[config.mk]
export PLATFORM = sky130hd
export DESIGN_NAME = interval_move_profile_planner_core
export DESIGN_NICKNAME = d
export VERILOG_FILES = /design/src/rtl/impp_pkg.sv /design/src/rtl/impp_div.sv /design/src/rtl/interval_move_profile_planner_core.sv
export SDC_FILE = /design/constraint.sdc
export NUM_CORES = 2
export LEC_CHECK = 0
export BUFFER_PORTS_ARGS = -buffer_cell sky130_fd_sc_hd__buf_2
export CORE_MARGIN = 2
export CORE_UTILIZATION = 55
export CTS_CLUSTER_DIAMETER = 30
export DETAILED_ROUTE_END_ITERATION = 12
export GPL_TIMING_DRIVEN = 0
export PLACE_DENSITY = 0.71
export SLEW_MARGIN = 15
export SYNTH_ARGS = -nofsm -noshare
export SYNTH_HDL_FRONTEND = slang
export SYNTH_HIERARCHICAL = 1
export SYNTH_SLANG_ARGS = --single-unit
[constraint.sdc]
create_clock -name aclk -period 12.7 [get_ports aclk]
set_input_delay 0.635 -clock aclk [delete_from_list [all_inputs] [get_ports aclk]]
set_output_delay 0.635 -clock aclk [all_outputs]
set_load 0.02 [all_outputs]
[src/rtl/impp_pkg.sv]
// ----------------------------------------------------------------------------
// impp_pkg - shared types and constants of the move profile planner
// word layouts, register indexes, phase codes and datapath widths
// ----------------------------------------------------------------------------
`default_nettype none

package impp_pkg;

    // field widths
    localparam int COUNT_W    = 16;
    localparam int POS_W      = 32;
    localparam int PHASE_W    = 3;
    localparam int CFG_IDX_W  = 3;
    localparam int CFG_DATA_W = 32;

    // shared divider: numerator covers rate times frame offset, divisor the 2*run + ramp frame sum
    localparam int DIV_NUM_W  = 57;
    localparam int DIV_DEN_W  = 17;

    // accel and decel rates are held in steps per frame per frame times this scale
    localparam int MILLI      = 1000;

    // register indexes
    localparam logic [CFG_IDX_W-1:0] CFG_IMAGE_COUNT   = 3'd0;
    localparam logic [CFG_IDX_W-1:0] CFG_LEADIN_COUNT  = 3'd1;
    localparam logic [CFG_IDX_W-1:0] CFG_ACCEL_COUNT   = 3'd2;
    localparam logic [CFG_IDX_W-1:0] CFG_DECEL_COUNT   = 3'd3;
    localparam logic [CFG_IDX_W-1:0] CFG_LEADOUT_COUNT = 3'd4;
    localparam logic [CFG_IDX_W-1:0] CFG_START_POS     = 3'd5;
    localparam logic [CFG_IDX_W-1:0] CFG_END_POS       = 3'd6;
    localparam logic [CFG_IDX_W-1:0] CFG_SHUTTER_AXIS  = 3'd7;

    // request kinds
    localparam logic REQ_PLAN = 1'b0;
    localparam logic REQ_MOVE = 1'b1;

    // phase codes of a result word
    localparam logic [PHASE_W-1:0] PH_LEADIN  = 3'd0;
    localparam logic [PHASE_W-1:0] PH_ACCEL   = 3'd1;
    localparam logic [PHASE_W-1:0] PH_RUN     = 3'd2;
    localparam logic [PHASE_W-1:0] PH_DECEL   = 3'd3;
    localparam logic [PHASE_W-1:0] PH_LEADOUT = 3'd4;
    localparam logic [PHASE_W-1:0] PH_SHUTTER = 3'd5;
    localparam logic [PHASE_W-1:0] PH_PLAN    = 3'd6;

    typedef struct packed {
        logic                    req_type;
        logic [COUNT_W-1:0]      step_index;
        logic signed [POS_W-1:0] current_position;
    } in_word_t;

    typedef struct packed {
        logic signed [POS_W-1:0] move_steps;
        logic [PHASE_W-1:0]      phase;
        logic                    clamped;
    } out_word_t;

endpackage

`default_nettype wire

[src/rtl/impp_div.sv]
// ----------------------------------------------------------------------------
// impp_div - bit-serial unsigned divider
// restoring division, one quotient bit per cycle, quotient valid with done
// ----------------------------------------------------------------------------
`default_nettype none

module impp_div
    import impp_pkg::*;
#(
    parameter int NUM_W = DIV_NUM_W,
    parameter int DEN_W = DIV_DEN_W
) (
    input  wire              aclk,
    input  wire              aresetn,
    input  wire              go,
    input  wire [NUM_W-1:0]  num,
    input  wire [DEN_W-1:0]  den,
    output logic             done,
    output logic [NUM_W-1:0] quot
);

    localparam int CNT_W = $clog2(NUM_W + 1);

    logic             busy_reg, busy_next;
    logic             done_reg, done_next;
    logic [CNT_W-1:0] cnt_reg, cnt_next;
    logic [DEN_W-1:0] rem_reg, rem_next;
    logic [DEN_W-1:0] den_reg, den_next;
    logic [NUM_W-1:0] nq_reg, nq_next;
    logic [DEN_W:0]   trial;
    logic [DEN_W:0]   diff;
    logic             fits;

    always_comb begin
        trial     = {rem_reg, nq_reg[NUM_W-1]};
        diff      = trial - {1'b0, den_reg};
        fits      = trial >= {1'b0, den_reg};
        busy_next = busy_reg;
        done_next = 1'b0;
        cnt_next  = cnt_reg;
        rem_next  = rem_reg;
        den_next  = den_reg;
        nq_next   = nq_reg;
        if (go) begin
            busy_next = 1'b1;
            cnt_next  = CNT_W'(NUM_W);
            rem_next  = '0;
            den_next  = den;
            nq_next   = num;
        end else if (busy_reg) begin
            // numerator bits leave at the top, quotient bits enter at the bottom
            rem_next = fits ? diff[DEN_W-1:0] : trial[DEN_W-1:0];
            nq_next  = {nq_reg[NUM_W-2:0], fits};
            cnt_next = cnt_reg - CNT_W'(1);
            if (cnt_reg == CNT_W'(1)) begin
                busy_next = 1'b0;
                done_next = 1'b1;
            end
        end
    end

    always_ff @(posedge aclk) begin
        if (!aresetn) begin
            busy_reg <= 1'b0;
            done_reg <= 1'b0;
        end else begin
            busy_reg <= busy_next;
            done_reg <= done_next;
            cnt_reg  <= cnt_next;
            rem_reg  <= rem_next;
            den_reg  <= den_next;
            nq_reg   <= nq_next;
        end
    end

    assign done = done_reg;
    assign quot = nq_reg;

endmodule

`default_nettype wire

[src/rtl/interval_move_profile_planner_core.sv]
// ----------------------------------------------------------------------------
// interval_move_profile_planner_core - one axis of a shoot-move-shoot planner
// A plan word (req_type 0) takes the lead-in, accel, decel and lead-out frame
// counts from the registers, trims them to fit image_count-1 frame gaps and
// works out the run rate and the accel and decel rates of a trapezoidal step
// profile; it answers with phase 6 and zero steps. A move word (req_type 1)
// names the frame just exposed and the present position, and is answered with
// the steps for the next gap, cut so the axis stops at end_position, or with
// end minus current in shutter-axis mode. One word is worked on at a time; a
// new word is taken while the previous result still waits at the output. A
// plan runs a bit-by-bit search for the trimmed counts and three passes of
// the shared serial divider. A move in an accel or decel phase runs a serial
// multiply and one divider pass; a shutter-axis move skips the clamp state.
// The user must write registers only while no word is in flight; the block
// does not enforce it.
// ----------------------------------------------------------------------------
`default_nettype none

module interval_move_profile_planner_core
    import impp_pkg::*;
(
    input  wire                  aclk,
    input  wire                  aresetn,
    // register write port
    input  wire                  cfg_wr_en,
    input  wire [CFG_IDX_W-1:0]  cfg_index,
    input  wire [CFG_DATA_W-1:0] cfg_wr_data,
    // request words
    input  wire                  s_valid,
    output logic                 s_ready,
    input  wire in_word_t        s_data,
    // result words
    output logic                 m_valid,
    input  wire                  m_ready,
    output out_word_t            m_data
);

    typedef enum logic [3:0] {
        ST_IDLE,
        ST_TRIM,
        ST_TFIX,
        ST_PREP,
        ST_DIV_R,
        ST_MUL_A,
        ST_DIV_A,
        ST_DIV_D,
        ST_MOVE,
        ST_MUL,
        ST_DIV_M,
        ST_CLAMP,
        ST_DONE
    } state_t;

    localparam int RATE_W  = 41;   // |run| * 1000 fits here
    localparam int STEP_W  = 48;   // exact signed move before clamping
    localparam int QMOVE_W = 47;   // magnitude of a ramp move
    localparam int QRUN_W  = 34;   // magnitude of 2*travel / div

    // ------------------------------------------------------------------
    // configuration registers
    // ------------------------------------------------------------------
    logic [COUNT_W-1:0]      image_count_reg;
    logic [COUNT_W-1:0]      leadin_count_reg;
    logic [COUNT_W-1:0]      accel_count_reg;
    logic [COUNT_W-1:0]      decel_count_reg;
    logic [COUNT_W-1:0]      leadout_count_reg;
    logic signed [POS_W-1:0] start_pos_reg;
    logic signed [POS_W-1:0] end_pos_reg;
    logic                    shutter_axis_reg;

    always_ff @(posedge aclk) begin
        if (!aresetn) begin
            image_count_reg   <= COUNT_W'(1);
            leadin_count_reg  <= '0;
            accel_count_reg   <= COUNT_W'(1);
            decel_count_reg   <= COUNT_W'(1);
            leadout_count_reg <= '0;
            start_pos_reg     <= '0;
            end_pos_reg       <= '0;
            shutter_axis_reg  <= 1'b0;
        end else if (cfg_wr_en) begin
            unique case (cfg_index)
                CFG_IMAGE_COUNT:   image_count_reg   <= cfg_wr_data[COUNT_W-1:0];
                CFG_LEADIN_COUNT:  leadin_count_reg  <= cfg_wr_data[COUNT_W-1:0];
                CFG_ACCEL_COUNT:   accel_count_reg   <= cfg_wr_data[COUNT_W-1:0];
                CFG_DECEL_COUNT:   decel_count_reg   <= cfg_wr_data[COUNT_W-1:0];
                CFG_LEADOUT_COUNT: leadout_count_reg <= cfg_wr_data[COUNT_W-1:0];
                CFG_START_POS:     start_pos_reg     <= cfg_wr_data;
                CFG_END_POS:       end_pos_reg       <= cfg_wr_data;
                CFG_SHUTTER_AXIS:  shutter_axis_reg  <= cfg_wr_data[0];
                default: ;
            endcase
        end
    end

    // ------------------------------------------------------------------
    // state and datapath registers
    // ------------------------------------------------------------------
    state_t state_reg, state_next;

    // trim search
    logic [18:0]        exc_reg, exc_next;
    logic [15:0]        k_reg, k_next;
    logic [3:0]         bit_reg, bit_next;

    // plan results (cleared by reset, a move before any plan sees zero rates)
    logic [COUNT_W-1:0] eff_leadin_reg, eff_leadin_next;
    logic [COUNT_W-1:0] eff_leadout_reg, eff_leadout_next;
    logic [COUNT_W-1:0] eff_accel_reg, eff_accel_next;
    logic [COUNT_W-1:0] eff_decel_reg, eff_decel_next;
    logic signed [POS_W-1:0] run_reg, run_next;
    logic [RATE_W-1:0]  amag_reg, amag_next;
    logic [RATE_W-1:0]  dmag_reg, dmag_next;

    logic               r_neg_reg, r_neg_next;
    logic [POS_W-1:0]   rmag_reg, rmag_next;

    // move request
    logic [COUNT_W-1:0]      cs_reg, cs_next;
    logic signed [POS_W-1:0] cur_reg, cur_next;

    // serial multiplier
    logic [DIV_NUM_W-1:0] mul_acc_reg, mul_acc_next;
    logic [15:0]          mul_k_reg, mul_k_next;
    logic [RATE_W-1:0]    mul_mag_reg, mul_mag_next;

    logic signed [STEP_W-1:0] steps_reg, steps_next;

    // result waiting for the output stage
    logic signed [POS_W-1:0] res_steps_reg, res_steps_next;
    logic [PHASE_W-1:0]      res_phase_reg, res_phase_next;
    logic                    res_cut_reg, res_cut_next;

    // output stage
    logic      m_valid_reg, m_valid_next;
    out_word_t m_data_reg, m_data_next;

    // shared divider
    logic                 div_go;
    logic [DIV_NUM_W-1:0] div_num;
    logic [DIV_DEN_W-1:0] div_den;
    logic                 div_done;
    logic [DIV_NUM_W-1:0] div_quot;

    impp_div #(
        .NUM_W (DIV_NUM_W),
        .DEN_W (DIV_DEN_W)
    ) u_div (
        .aclk    (aclk),
        .aresetn (aresetn),
        .go      (div_go),
        .num     (div_num),
        .den     (div_den),
        .done    (div_done),
        .quot    (div_quot)
    );

    // ------------------------------------------------------------------
    // trimming: the round-robin decrement is solved as water filling.
    // after k full rounds each count has lost min(reducible, k); the
    // largest k that does not overshoot the excess is found one bit per
    // cycle, and the leftover goes one each to the first counts in order
    // slot order: lead-in, lead-out, accel, decel
    // ------------------------------------------------------------------
    logic [3:0][15:0] base_cnt;
    logic [3:0][15:0] red_cnt;
    logic [15:0]      accel_base, decel_base;
    logic [17:0]      base_sum;
    logic signed [18:0] gaps_s, sum_s;
    logic [18:0]      excess;

    function automatic logic [17:0] cut_sum(input logic [3:0][15:0] r, input logic [15:0] k);
        logic [17:0] s;
        s = '0;
        for (int i = 0; i < 4; i++) begin
            s = s + {2'b0, ((r[i] < k) ? r[i] : k)};
        end
        return s;
    endfunction

    always_comb begin
        accel_base  = (accel_count_reg == '0) ? 16'd1 : accel_count_reg;
        decel_base  = (decel_count_reg == '0) ? 16'd1 : decel_count_reg;
        base_cnt[0] = leadin_count_reg;
        base_cnt[1] = leadout_count_reg;
        base_cnt[2] = accel_base;
        base_cnt[3] = decel_base;
        red_cnt[0]  = leadin_count_reg;
        red_cnt[1]  = leadout_count_reg;
        red_cnt[2]  = accel_base - 16'd1;
        red_cnt[3]  = decel_base - 16'd1;
        base_sum    = {2'b0, base_cnt[0]} + {2'b0, base_cnt[1]}
                    + {2'b0, base_cnt[2]} + {2'b0, base_cnt[3]};
        // image count of zero gives a gap count of minus one
        gaps_s      = $signed({3'b0, image_count_reg}) - 19'sd1;
        sum_s       = $signed({1'b0, base_sum});
        excess      = (sum_s > gaps_s) ? 19'(sum_s - gaps_s) : '0;
    end

    logic [15:0] trial_k;
    logic [17:0] trial_sum;

    assign trial_k   = k_reg | (16'd1 << bit_reg);
    assign trial_sum = cut_sum(red_cnt, trial_k);

    logic [17:0]      fix_k_sum;
    logic [18:0]      fix_left;
    logic [2:0]       fix_rank;
    logic [3:0][15:0] fix_taken;
    logic [3:0]       fix_extra;
    logic [3:0][15:0] eff_fix;

    always_comb begin
        fix_k_sum = cut_sum(red_cnt, k_reg);
        fix_left  = exc_reg - {1'b0, fix_k_sum};
        fix_rank  = '0;
        for (int i = 0; i < 4; i++) begin
            fix_taken[i] = (red_cnt[i] < k_reg) ? red_cnt[i] : k_reg;
            fix_extra[i] = (red_cnt[i] > k_reg) && ({16'b0, fix_rank} < fix_left);
            eff_fix[i]   = base_cnt[i] - fix_taken[i] - {15'b0, fix_extra[i]};
            fix_rank     = fix_rank + {2'b0, (red_cnt[i] > k_reg)};
        end
    end

    // ------------------------------------------------------------------
    // plan set-up from the trimmed counts
    // ------------------------------------------------------------------
    logic [16:0]        lead_sum, ramp_sum;
    logic signed [18:0] movable;
    logic signed [19:0] divisor_s;
    logic signed [32:0] travel;
    logic [32:0]        dist_mag;
    logic               plan_go;
    logic [41:0]        rmag_milli;

    always_comb begin
        lead_sum   = {1'b0, eff_leadin_reg} + {1'b0, eff_leadout_reg};
        ramp_sum   = {1'b0, eff_accel_reg} + {1'b0, eff_decel_reg};
        movable    = gaps_s - $signed({2'b0, lead_sum});
        // 2*run + ramp with run = movable - ramp
        divisor_s  = $signed({movable, 1'b0}) - $signed({3'b0, ramp_sum});
        travel     = $signed({end_pos_reg[POS_W-1], end_pos_reg})
                   - $signed({start_pos_reg[POS_W-1], start_pos_reg});
        dist_mag   = travel[32] ? 33'(-travel) : 33'(travel);
        plan_go    = (movable > 19'sd0) && (end_pos_reg != start_pos_reg)
                   && (divisor_s > 20'sd0);
        // |run| * 1000 as 1024 - 16 - 8
        rmag_milli = {rmag_reg, 10'b0} - {6'b0, rmag_reg, 4'b0} - {7'b0, rmag_reg, 3'b0};
    end

    // ------------------------------------------------------------------
    // move phase decision
    // ------------------------------------------------------------------
    logic signed [18:0] cs_s, n_s, el_s, ea_s, ed_s, eo_s;
    logic signed [18:0] thr_lead, thr_accel, thr_run, thr_decel;
    logic signed [18:0] acc_off, dec_off;

    always_comb begin
        cs_s      = $signed({3'b0, cs_reg});
        n_s       = $signed({3'b0, image_count_reg});
        el_s      = $signed({3'b0, eff_leadin_reg});
        ea_s      = $signed({3'b0, eff_accel_reg});
        ed_s      = $signed({3'b0, eff_decel_reg});
        eo_s      = $signed({3'b0, eff_leadout_reg});
        thr_lead  = el_s + 19'sd1;
        thr_accel = el_s + ea_s;
        thr_run   = n_s - ed_s - eo_s + 19'sd1;
        thr_decel = n_s - eo_s;
        acc_off   = cs_s - el_s;
        dec_off   = thr_decel - cs_s;
    end

    // room left to the end position, and the clamp test
    logic signed [32:0] room;
    logic signed [48:0] pos_sum;
    logic signed [48:0] end_wide;
    logic               heading_up;
    logic               overshoot;
    logic [DIV_NUM_W-1:0] mul_acc_step;
    logic [QMOVE_W-1:0] q_move;
    logic [QRUN_W-1:0]  q_run;

    always_comb begin
        room         = $signed({end_pos_reg[POS_W-1], end_pos_reg})
                     - $signed({cur_reg[POS_W-1], cur_reg});
        pos_sum      = $signed({{17{cur_reg[POS_W-1]}}, cur_reg})
                     + $signed({steps_reg[STEP_W-1], steps_reg});
        end_wide     = $signed({{17{end_pos_reg[POS_W-1]}}, end_pos_reg});
        heading_up   = !travel[32];
        overshoot    = heading_up ? (pos_sum > end_wide) : (pos_sum < end_wide);
        mul_acc_step = {mul_acc_reg[DIV_NUM_W-2:0], 1'b0}
                     + (mul_k_reg[15] ? DIV_NUM_W'(mul_mag_reg) : '0);
        q_move       = div_quot[QMOVE_W-1:0];
        q_run        = div_quot[QRUN_W-1:0];
    end

    // ------------------------------------------------------------------
    // sequencer
    // ------------------------------------------------------------------
    assign s_ready = (state_reg == ST_IDLE);

    always_comb begin
        state_next       = state_reg;
        exc_next         = exc_reg;
        k_next           = k_reg;
        bit_next         = bit_reg;
        eff_leadin_next  = eff_leadin_reg;
        eff_leadout_next = eff_leadout_reg;
        eff_accel_next   = eff_accel_reg;
        eff_decel_next   = eff_decel_reg;
        run_next         = run_reg;
        amag_next        = amag_reg;
        dmag_next        = dmag_reg;
        r_neg_next       = r_neg_reg;
        rmag_next        = rmag_reg;
        cs_next          = cs_reg;
        cur_next         = cur_reg;
        mul_acc_next     = mul_acc_reg;
        mul_k_next       = mul_k_reg;
        mul_mag_next     = mul_mag_reg;
        steps_next       = steps_reg;
        res_steps_next   = res_steps_reg;
        res_phase_next   = res_phase_reg;
        res_cut_next     = res_cut_reg;
        m_valid_next     = m_valid_reg && !m_ready;
        m_data_next      = m_data_reg;
        div_go           = 1'b0;
        div_num          = '0;
        div_den          = '0;

        unique case (state_reg)
            ST_IDLE: begin
                if (s_valid) begin
                    if (s_data.req_type == REQ_PLAN) begin
                        exc_next   = excess;
                        k_next     = '0;
                        bit_next   = 4'd15;
                        state_next = ST_TRIM;
                    end else begin
                        cs_next    = s_data.step_index;
                        cur_next   = s_data.current_position;
                        state_next = ST_MOVE;
                    end
                end
            end

            // one bit of the round count per cycle, msb first
            ST_TRIM: begin
                if (trial_sum <= exc_reg[17:0] || exc_reg[18]) begin
                    k_next = trial_k;
                end
                if (bit_reg == 4'd0) begin
                    state_next = ST_TFIX;
                end else begin
                    bit_next = bit_reg - 4'd1;
                end
            end

            ST_TFIX: begin
                eff_leadin_next  = eff_fix[0];
                eff_leadout_next = eff_fix[1];
                eff_accel_next   = eff_fix[2];
                eff_decel_next   = eff_fix[3];
                state_next       = ST_PREP;
            end

            ST_PREP: begin
                if (plan_go) begin
                    div_go     = 1'b1;
                    div_num    = DIV_NUM_W'({dist_mag, 1'b0});
                    div_den    = divisor_s[DIV_DEN_W-1:0];
                    r_neg_next = travel[32];
                    state_next = ST_DIV_R;
                end else begin
                    // no room or no distance: all rates zero
                    run_next       = '0;
                    amag_next      = '0;
                    dmag_next      = '0;
                    res_steps_next = '0;
                    res_phase_next = PH_PLAN;
                    res_cut_next   = 1'b0;
                    state_next     = ST_DONE;
                end
            end

            // run rate, saturated to the signed 32-bit range
            ST_DIV_R: begin
                if (div_done) begin
                    if (r_neg_reg) begin
                        rmag_next = (q_run > QRUN_W'(33'h080000000)) ? 32'h80000000
                                                                     : q_run[POS_W-1:0];
                        run_next  = (q_run > QRUN_W'(33'h080000000)) ? 32'sh80000000
                                                                     : -$signed(q_run[POS_W-1:0]);
                    end else begin
                        rmag_next = (q_run > QRUN_W'(32'h7FFFFFFF)) ? 32'h7FFFFFFF
                                                                    : q_run[POS_W-1:0];
                        run_next  = (q_run > QRUN_W'(32'h7FFFFFFF)) ? 32'sh7FFFFFFF
                                                                    : $signed(q_run[POS_W-1:0]);
                    end
                    state_next = ST_MUL_A;
                end
            end

            ST_MUL_A: begin
                div_go     = 1'b1;
                div_num    = DIV_NUM_W'(rmag_milli[RATE_W-1:0]);
                div_den    = DIV_DEN_W'(eff_accel_reg);
                state_next = ST_DIV_A;
            end

            ST_DIV_A: begin
                if (div_done) begin
                    amag_next  = div_quot[RATE_W-1:0];
                    div_go     = 1'b1;
                    div_num    = DIV_NUM_W'(rmag_milli[RATE_W-1:0]);
                    div_den    = DIV_DEN_W'(eff_decel_reg);
                    state_next = ST_DIV_D;
                end
            end

            ST_DIV_D: begin
                if (div_done) begin
                    dmag_next      = div_quot[RATE_W-1:0];
                    res_steps_next = '0;
                    res_phase_next = PH_PLAN;
                    res_cut_next   = 1'b0;
                    state_next     = ST_DONE;
                end
            end

            ST_MOVE: begin
                if (shutter_axis_reg) begin
                    res_steps_next = room[POS_W-1:0];
                    res_phase_next = PH_SHUTTER;
                    res_cut_next   = 1'b0;
                    state_next     = ST_DONE;
                end else if (cs_s < thr_lead) begin
                    steps_next     = '0;
                    res_phase_next = PH_LEADIN;
                    state_next     = ST_CLAMP;
                end else if (cs_s < thr_accel) begin
                    mul_acc_next   = '0;
                    mul_k_next     = acc_off[15:0];
                    mul_mag_next   = amag_reg;
                    bit_next       = 4'd15;
                    res_phase_next = PH_ACCEL;
                    state_next     = ST_MUL;
                end else if (cs_s < thr_run) begin
                    steps_next     = STEP_W'(run_reg);
                    res_phase_next = PH_RUN;
                    state_next     = ST_CLAMP;
                end else if (cs_s < thr_decel) begin
                    mul_acc_next   = '0;
                    mul_k_next     = dec_off[15:0];
                    mul_mag_next   = dmag_reg;
                    bit_next       = 4'd15;
                    res_phase_next = PH_DECEL;
                    state_next     = ST_MUL;
                end else begin
                    steps_next     = '0;
                    res_phase_next = PH_LEADOUT;
                    state_next     = ST_CLAMP;
                end
            end

            // rate magnitude times frame offset, one multiplier bit per cycle
            ST_MUL: begin
                mul_acc_next = mul_acc_step;
                mul_k_next   = {mul_k_reg[14:0], 1'b0};
                if (bit_reg == 4'd0) begin
                    div_go     = 1'b1;
                    div_num    = mul_acc_step;
                    div_den    = DIV_DEN_W'(MILLI);
                    state_next = ST_DIV_M;
                end else begin
                    bit_next = bit_reg - 4'd1;
                end
            end

            // the rate carries the sign of the run rate
            ST_DIV_M: begin
                if (div_done) begin
                    steps_next = run_reg[POS_W-1] ? -$signed({1'b0, q_move})
                                                  : $signed({1'b0, q_move});
                    state_next = ST_CLAMP;
                end
            end

            // never pass the end position
            ST_CLAMP: begin
                res_cut_next   = overshoot;
                res_steps_next = overshoot ? room[POS_W-1:0] : steps_reg[POS_W-1:0];
                state_next     = ST_DONE;
            end

            ST_DONE: begin
                if (!m_valid_reg || m_ready) begin
                    m_valid_next           = 1'b1;
                    m_data_next.move_steps = res_steps_reg;
                    m_data_next.phase      = res_phase_reg;
                    m_data_next.clamped    = res_cut_reg;
                    state_next             = ST_IDLE;
                end
            end

            default: state_next = ST_IDLE;
        endcase
    end

    always_ff @(posedge aclk) begin
        if (!aresetn) begin
            state_reg       <= ST_IDLE;
            m_valid_reg     <= 1'b0;
            eff_leadin_reg  <= '0;
            eff_leadout_reg <= '0;
            eff_accel_reg   <= '0;
            eff_decel_reg   <= '0;
            run_reg         <= '0;
            amag_reg        <= '0;
            dmag_reg        <= '0;
        end else begin
            state_reg       <= state_next;
            m_valid_reg     <= m_valid_next;
            eff_leadin_reg  <= eff_leadin_next;
            eff_leadout_reg <= eff_leadout_next;
            eff_accel_reg   <= eff_accel_next;
            eff_decel_reg   <= eff_decel_next;
            run_reg         <= run_next;
            amag_reg        <= amag_next;
            dmag_reg        <= dmag_next;
            exc_reg         <= exc_next;
            k_reg           <= k_next;
            bit_reg         <= bit_next;
            r_neg_reg       <= r_neg_next;
            rmag_reg        <= rmag_next;
            cs_reg          <= cs_next;
            cur_reg         <= cur_next;
            mul_acc_reg     <= mul_acc_next;
            mul_k_reg       <= mul_k_next;
            mul_mag_reg     <= mul_mag_next;
            steps_reg       <= steps_next;
            res_steps_reg   <= res_steps_next;
            res_phase_reg   <= res_phase_next;
            res_cut_reg     <= res_cut_next;
            m_data_reg      <= m_data_next;
        end
    end

    assign m_valid = m_valid_reg;
    assign m_data  = m_data_reg;

endmodule

`default_nettype wire
-- Word-level counts from Yosys, hierarchy flattened
Index checks and enable logic that the tools add are counted.
- bitwise operators: 6
- multiplexer cells: 116
- reductions and logical operators: 55
- eq/ne operators: 41
- add/sub/neg operators: 48
- shift operators: 1
- order comparisons: 29
- operator list (operator ; number):
    two-way mux 48 bit ; 7
    two-way mux 32 bit ; 10
    two-way mux 16 bit ; 19
    two-way mux 41 bit ; 7
    two-way mux 56 bit ; 5
    case mux 57 bit (4 select lines) ; 1
    two-way mux 57 bit ; 3
    case mux 41 bit (2 select lines) ; 2
    less-than comparator 16 bit ; 8
    case mux 32 bit (4 select lines) ; 1
    case mux 56 bit (2 select lines) ; 1
    adder 16 x 16 -> 17 bit ; 6
    case mux 48 bit (2 select lines) ; 1
    subtractor 16 bit ; 6
    two-way mux 4 bit ; 18
    case mux 17 bit (4 select lines) ; 1
    greater-than comparator 16 bit ; 4
    case mux 16 bit (2 select lines) ; 2
    case mux 32 bit (2 select lines) ; 1
    subtractor 16 x 1 -> 16 bit ; 4
    adder 57 x 41 -> 57 bit ; 1
    adder 17 x 16 -> 18 bit ; 3
    adder 18 x 16 -> 18 bit ; 3
    case mux 4 bit (13 select lines) ; 1
    other kinds (84) ; 181
- register bits: 780
- input bits: 89
- word-level logic and storage cells: 336
- output and inout port bits: 38

-- Longest topological paths before layout
- depth in word-level cells: 11
- depth in mapped cells: 58
- mapped depth without buffers: 57

-- Cells and area by module
Netlist, hierarchy kept.
- modules (own cells, without submodules) (module ; cells each ; instances ; area an instance (µm²) ; sequential area each (µm²)):
    interval_move_profile_planner_core ; 7948 ; 1 ; 66308.6 ; 17166.5
    impp_div ; 377 ; 1 ; 5032.3 ; 2952.8

-- Worst setup path after synthesis
No wires, ideal clock.
- kind: reg2reg
- start point: register accel_count_reg[5]
- end point: register eff_leadout_reg[14]
- required time: 12.584 ns
- stages on the path, launching flop included: 51
- buffers on the path: 2
- library setup time: 0.116 ns
- clock period less this slack: 11.374 ns
- arrival: 11.258 ns
- path slack: 1.326 ns
- cell sequence: dfxtp_1 -> clkbuf_1 -> nor4_1 -> a41oi_1 -> ha_1 -> and3_1 -> nand3_1 -> xnor2_1 -> inv_1 -> ha_1 -> a21o_1 -> a21o_1 -> a221oi_1 -> nand3_1 -> clkbuf_1 -> o21ai_0 -> inv_1 -> fa_1 -> [... 15 more ...] -> nor4b_1 -> a21oi_1 -> fa_1 -> inv_1 -> ha_1 -> or2_2 -> fa_1 -> nand2b_1 -> a21oi_1 -> o21ai_0 -> a21oi_1 -> o21ai_0 -> a21o_1 -> a311oi_1 -> o21bai_1 -> a21oi_1 -> mux2i_1 -> a31o_2
- cells in the longest elaborated chain, start to end: 11
- RTL lines (item ; line ; RTL):
    start, declared ; interval_move_profile_planner_core.sv:64 ; logic [COUNT_W-1:0] accel_count_reg;
    start signal, assigned ; interval_move_profile_planner_core.sv:85 ; CFG_ACCEL_COUNT: accel_count_reg <= cfg_wr_data[COUNT_W-1:0];
    zero test 16 bit ; interval_move_profile_planner_core.sv:182 ; accel_base = (accel_count_reg == '0) ? 16'd1 : accel_count_reg;
    two-way mux 16 bit * ; interval_move_profile_planner_core.sv:182 ;
    subtractor 16 x 1 -> 16 bit * ; interval_move_profile_planner_core.sv:190 ; red_cnt[2] = accel_base - 16'd1;
    less-than comparator 16 bit ; interval_move_profile_planner_core.sv:176 ; s = s + {2'b0, ((r[i] < k) ? r[i] : k)};
    two-way mux 16 bit * ; interval_move_profile_planner_core.sv:176 ;
    adder 17 x 16 -> 18 bit * ; interval_move_profile_planner_core.sv:176 ;
    adder 18 x 16 -> 18 bit * ; interval_move_profile_planner_core.sv:176 ;
    subtractor 19 x 18 -> 19 bit * ; interval_move_profile_planner_core.sv:215 ; fix_left = exc_reg - {1'b0, fix_k_sum};
    less-than comparator 1 x 19 -> 1 bit * ; interval_move_profile_planner_core.sv:219 ; fix_extra[i] = (red_cnt[i] > k_reg) && ({16'b0, fix_rank} < fix_left);
    logical AND 1 bit * ; interval_move_profile_planner_core.sv:219 ;
    subtractor 16 x 1 -> 16 bit * ; interval_move_profile_planner_core.sv:220 ; eff_fix[i] = base_cnt[i] - fix_taken[i] - {15'b0, fix_extra[i]};
    end signal, assigned ; interval_move_profile_planner_core.sv:525 ; eff_leadout_reg <= eff_leadout_next;
    end, declared ; interval_move_profile_planner_core.sv:108 ; logic [COUNT_W-1:0] eff_leadout_reg, eff_leadout_next;
Mark *: on every way between the ends. The rest lies on a longest branch, timed or not.
A chain may end at the register's enable or synchronous reset.

-- Final worst setup path
- start point: register k_reg[1]
- end point: register eff_leadout_reg[14]
- cells in the longest elaborated chain, start to end: 9
- elaborated cells between the ends (all ways): 18
- classes of those cells: add/sub (6); order compare (7); mux (4); reduce/logical (1)
- RTL lines (item ; line ; RTL):
    start, declared ; interval_move_profile_planner_core.sv:103 ; logic [15:0] k_reg, k_next;
    start signal, assigned ; interval_move_profile_planner_core.sv:532 ; k_reg <= k_next;
    less-than comparator 16 bit (on tied branches) ; interval_move_profile_planner_core.sv:176, interval_move_profile_planner_core.sv:218 ;
    two-way mux 16 bit (on tied branches) ; interval_move_profile_planner_core.sv:176, interval_move_profile_planner_core.sv:218 ;
    adder 16 x 16 -> 17 bit ; interval_move_profile_planner_core.sv:176 ;
    adder 17 x 16 -> 18 bit ; interval_move_profile_planner_core.sv:176 ;
    adder 18 x 16 -> 18 bit ; interval_move_profile_planner_core.sv:176 ;
    subtractor 19 x 18 -> 19 bit ; interval_move_profile_planner_core.sv:215 ;
    less-than comparator 1 x 19 -> 1 bit ; interval_move_profile_planner_core.sv:219 ;
    logical AND 1 bit ; interval_move_profile_planner_core.sv:219 ;
    subtractor 16 x 1 -> 16 bit * ; interval_move_profile_planner_core.sv:220 ;
Marks and branches as above.

==> qor.txt <==
CORE AREA: 129,000 um2
XOR/XNOR Fraction of Synth Area: 0.0621
Routability cong.: 1.07
Final Hold Viols: 0
Unrepaired setup endpoints after global routing: yes
Initial Utilization: 0.552
Pins over their slew limit: 0
Endpoints failing setup: 2
Crit path largest cell delay: 0.67 ns
Setup_tns: -0.0550 ns
Cell Area, Synth: 71,300 um2
Clk buf depth: 3
First-pass GRT wire length: 388,000 um
IO Port Bufs: 123
Hold Crit Depth: 1
WL/cell: 25.0 um
Worst VDD drop: 207 uV
Final std cells w/o fill: 10,609
R2r setup slk: -0.05 ns
Gate Count Post-Synth: 8,325
Mapped Nets: 9,418
R2r endpoint: eff_leadout_reg[14]
Main flop type after synthesis: edfxtp_1
Initial DRC count: 7,458
Share of post-route cells with drive strength above 1: 0.0914
Crit path DAT: 13.50 ns
Final Worst Setup Slack: -0.0549 ns
Fin crit share: 1.00
Cell mode on critical path: inv_1
Min-delay src: s_data[46]
Async S/R FF share, synth: 0
Max FFs per register: 57
Layout area overhead: 14.8%
Violated checks: negative setup slack
Initial DRT Pass Iterations: 6
FF/Latch Area: 20,100 um2
EDFF count, synth: 450
Worst Setup Start Kind: register
Commonest non-fill, non-tap cells in the layout: nand2_1 (884), inv_1 (850), ha_1 (836)
Worst-margin pin slew: 1.26 ns
Number of global-route vias before repair: 62,738
Fill cell count: 11,157
Netlist cell types: 98
Crit Path Max Fanout: 10
Design Area, Final: 81,900 um2
PwrDens: 192 nW/um2
Core Rows: 132
Dpl ws: -2.81 ns
Leakage power total: 0.0348 uW
TritonCTS buffer count: 182
Clk sink count: 780
Status: complete, but fails checks
Dpl cells: 10,209
Nets@finish: 9,796
GR Overflow Total: 0
Largest family of logic cells by synthesized area: compound AO/OA/AOI/OAI gates
Commonest non-fill, non-tap cell in the layout: nand2_1
Maximum clock frequency: 0.0784 GHz
Warnings from Yosys: 6
Top Ports: 127
Max-cap violations: 0
Area of the multi-input gates: 47,300 um2
Die ar.: 133,000 um2
Simple-Gate Fraction of Synth Area: 0.166
#FFs+latches synth: 780
Crit Path Class: register to register
Worst Skew: 0.0523 ns
Complex-gate fraction of the synthesized area: 0.205
Vias per cell: 6.26
DR vias: 66,409
HPWL after DPL: 214,000 um
Htree depth: 4
Final wirelength: 265,000 um
Clk Latency, worst-skew pair: 0.82 ns
WHS Endpoint: cs_reg[14]
Die width: 364 um
Die Ht: 364 um
WP data required: 13.44 ns
DRC violations left: 0
Final Util: 0.634
Clock root buffer: clkbuf_16
Hold Path Class: input port to register
Largest net degree at the start of global routing: 50
Syn Area/Cell: 8.57 um2
Rel. slew slack: 0.160
CP endpoint kind: register
Adder-cell share of the synthesized area: 0.193
CTS clk-pin slew, worst paths: 0.05 ns
Post-DP Area: 74,500 um2
Tmin final: 12.75 ns
CTS tree: built
Reg-to-Reg Start: k_reg[1]
Multiplexer share of the synthesized area: 0.0283
Post-route ant nets: 0
Post-synthesis sequential area ratio: 0.282
Gr usage total: 0.390
Initial antenna violation count: 16
Reg2Reg Depth: 45
Slowest-stage cell, CP: fa_1
## kinds of logic (layout without fill, tap and decap cells)
group,count (synthesis),count (layout)
AND/OR/NAND/NOR,2434,2434
AO/OA/AOI/OAI,2206,2206
buffers and inverters,1207,1742
multiplexers,188,188
flip-flops,780,780
other,0,7
adder cells (fa/ha/maj),1004,1004
XOR/XNOR,506,506
## metrics by stage
step / total power (uW) / hold WS, ns
2_1_floorplan: 8460 / 0.400
3_3_place_gp: 10400 / 0.403
3_5_place_dp: 10600 / 0.405
4_1_cts: 15500 / 0.000681
5_1_grt: 16600 / 0.00364
6_report: 15700 / 0.0245
## what timing repair did
action / in CTS / in global routing
endpoints found under the hold margin: 23 / 0
buffers inserted: 19 / 14
resized for setup: 81 / 65
endpoints found under the setup margin: 62 / 25
pin swaps: 22 / 34
hold buffers: 23 / 0
## power breakdown
group	total (uW)	switching [uW]	internal [uW]
clock network	4760	1640	3130
logic	7770	4840	2930
registers	3200	233	2970
## routing by layer
metal | part of all wire | global-route usage
met1 | 0.41 | 0.520
met2 | 0.42 | 0.584
met3 | 0.11 | 0.0991
met4 | 0.060 | 0.200
met5 | 0.00032 | 0.00690
## cells in the mapped netlist, types with 89 or more instances
master,count,share of area
nand3_1,162,0.011
inv_1,855,0.045
a21o_1,247,0.026
edfxtp_1,450,0.19
a31oi_1,92,0.0081
clkbuf_1,321,0.017
o21a_1,89,0.0094
a21boi_0,203,0.021
ha_1,841,0.15
fa_1,163,0.046
mux2_2,107,0.017
o21ai_0,450,0.032
a21oi_1,513,0.036
and2_1,148,0.013
xor2_1,170,0.021
nor2b_1,105,0.0092
nor3_1,150,0.011
nand2_1,885,0.047
nor2_1,462,0.024
xnor2_1,336,0.041
dfxtp_1,330,0.093
## layout make-up
cell class	instances	share of cell area
plain buffers	348	0.0168
inverters	855	0.0392
multi-input cells	6338	0.577
diodes	7	0.000214
clock inverters	117	0.0159
repair buffers	198	0.0167
flip-flops and latches	780	0.246
well taps	1742	0.0266
clock buffers	224	0.0616
## critical path, delay by kind of cell (launching register included)
kind	cells	cell delay [ns]
AOI/OAI and AO/OA	24	4.75
adders and majority gates	8	3.70
buffers and inverters	7	1.85
and+or+nand+nor	5	1.55
DFF	1	0.49
muxes	1	0.32
## worst max path at each step
stage | from | to | slack, ns | cells past startpoint
CTS | decel_count_reg[5] | eff_leadout_reg[14] | 0.004 | 60
finish | k_reg[1] | eff_leadout_reg[14] | -0.05 | 45
global placement | accel_count_reg[5] | eff_leadout_reg[14] | -2.86 | 48
detailed placement | accel_count_reg[5] | eff_leadout_reg[14] | -2.81 | 48
floorplan | accel_count_reg[5] | eff_leadout_reg[14] | 1.33 | 50
global route | decel_count_reg[7] | eff_leadout_reg[14] | -0.12 | 55
Power figures use the tool's default switching activity.
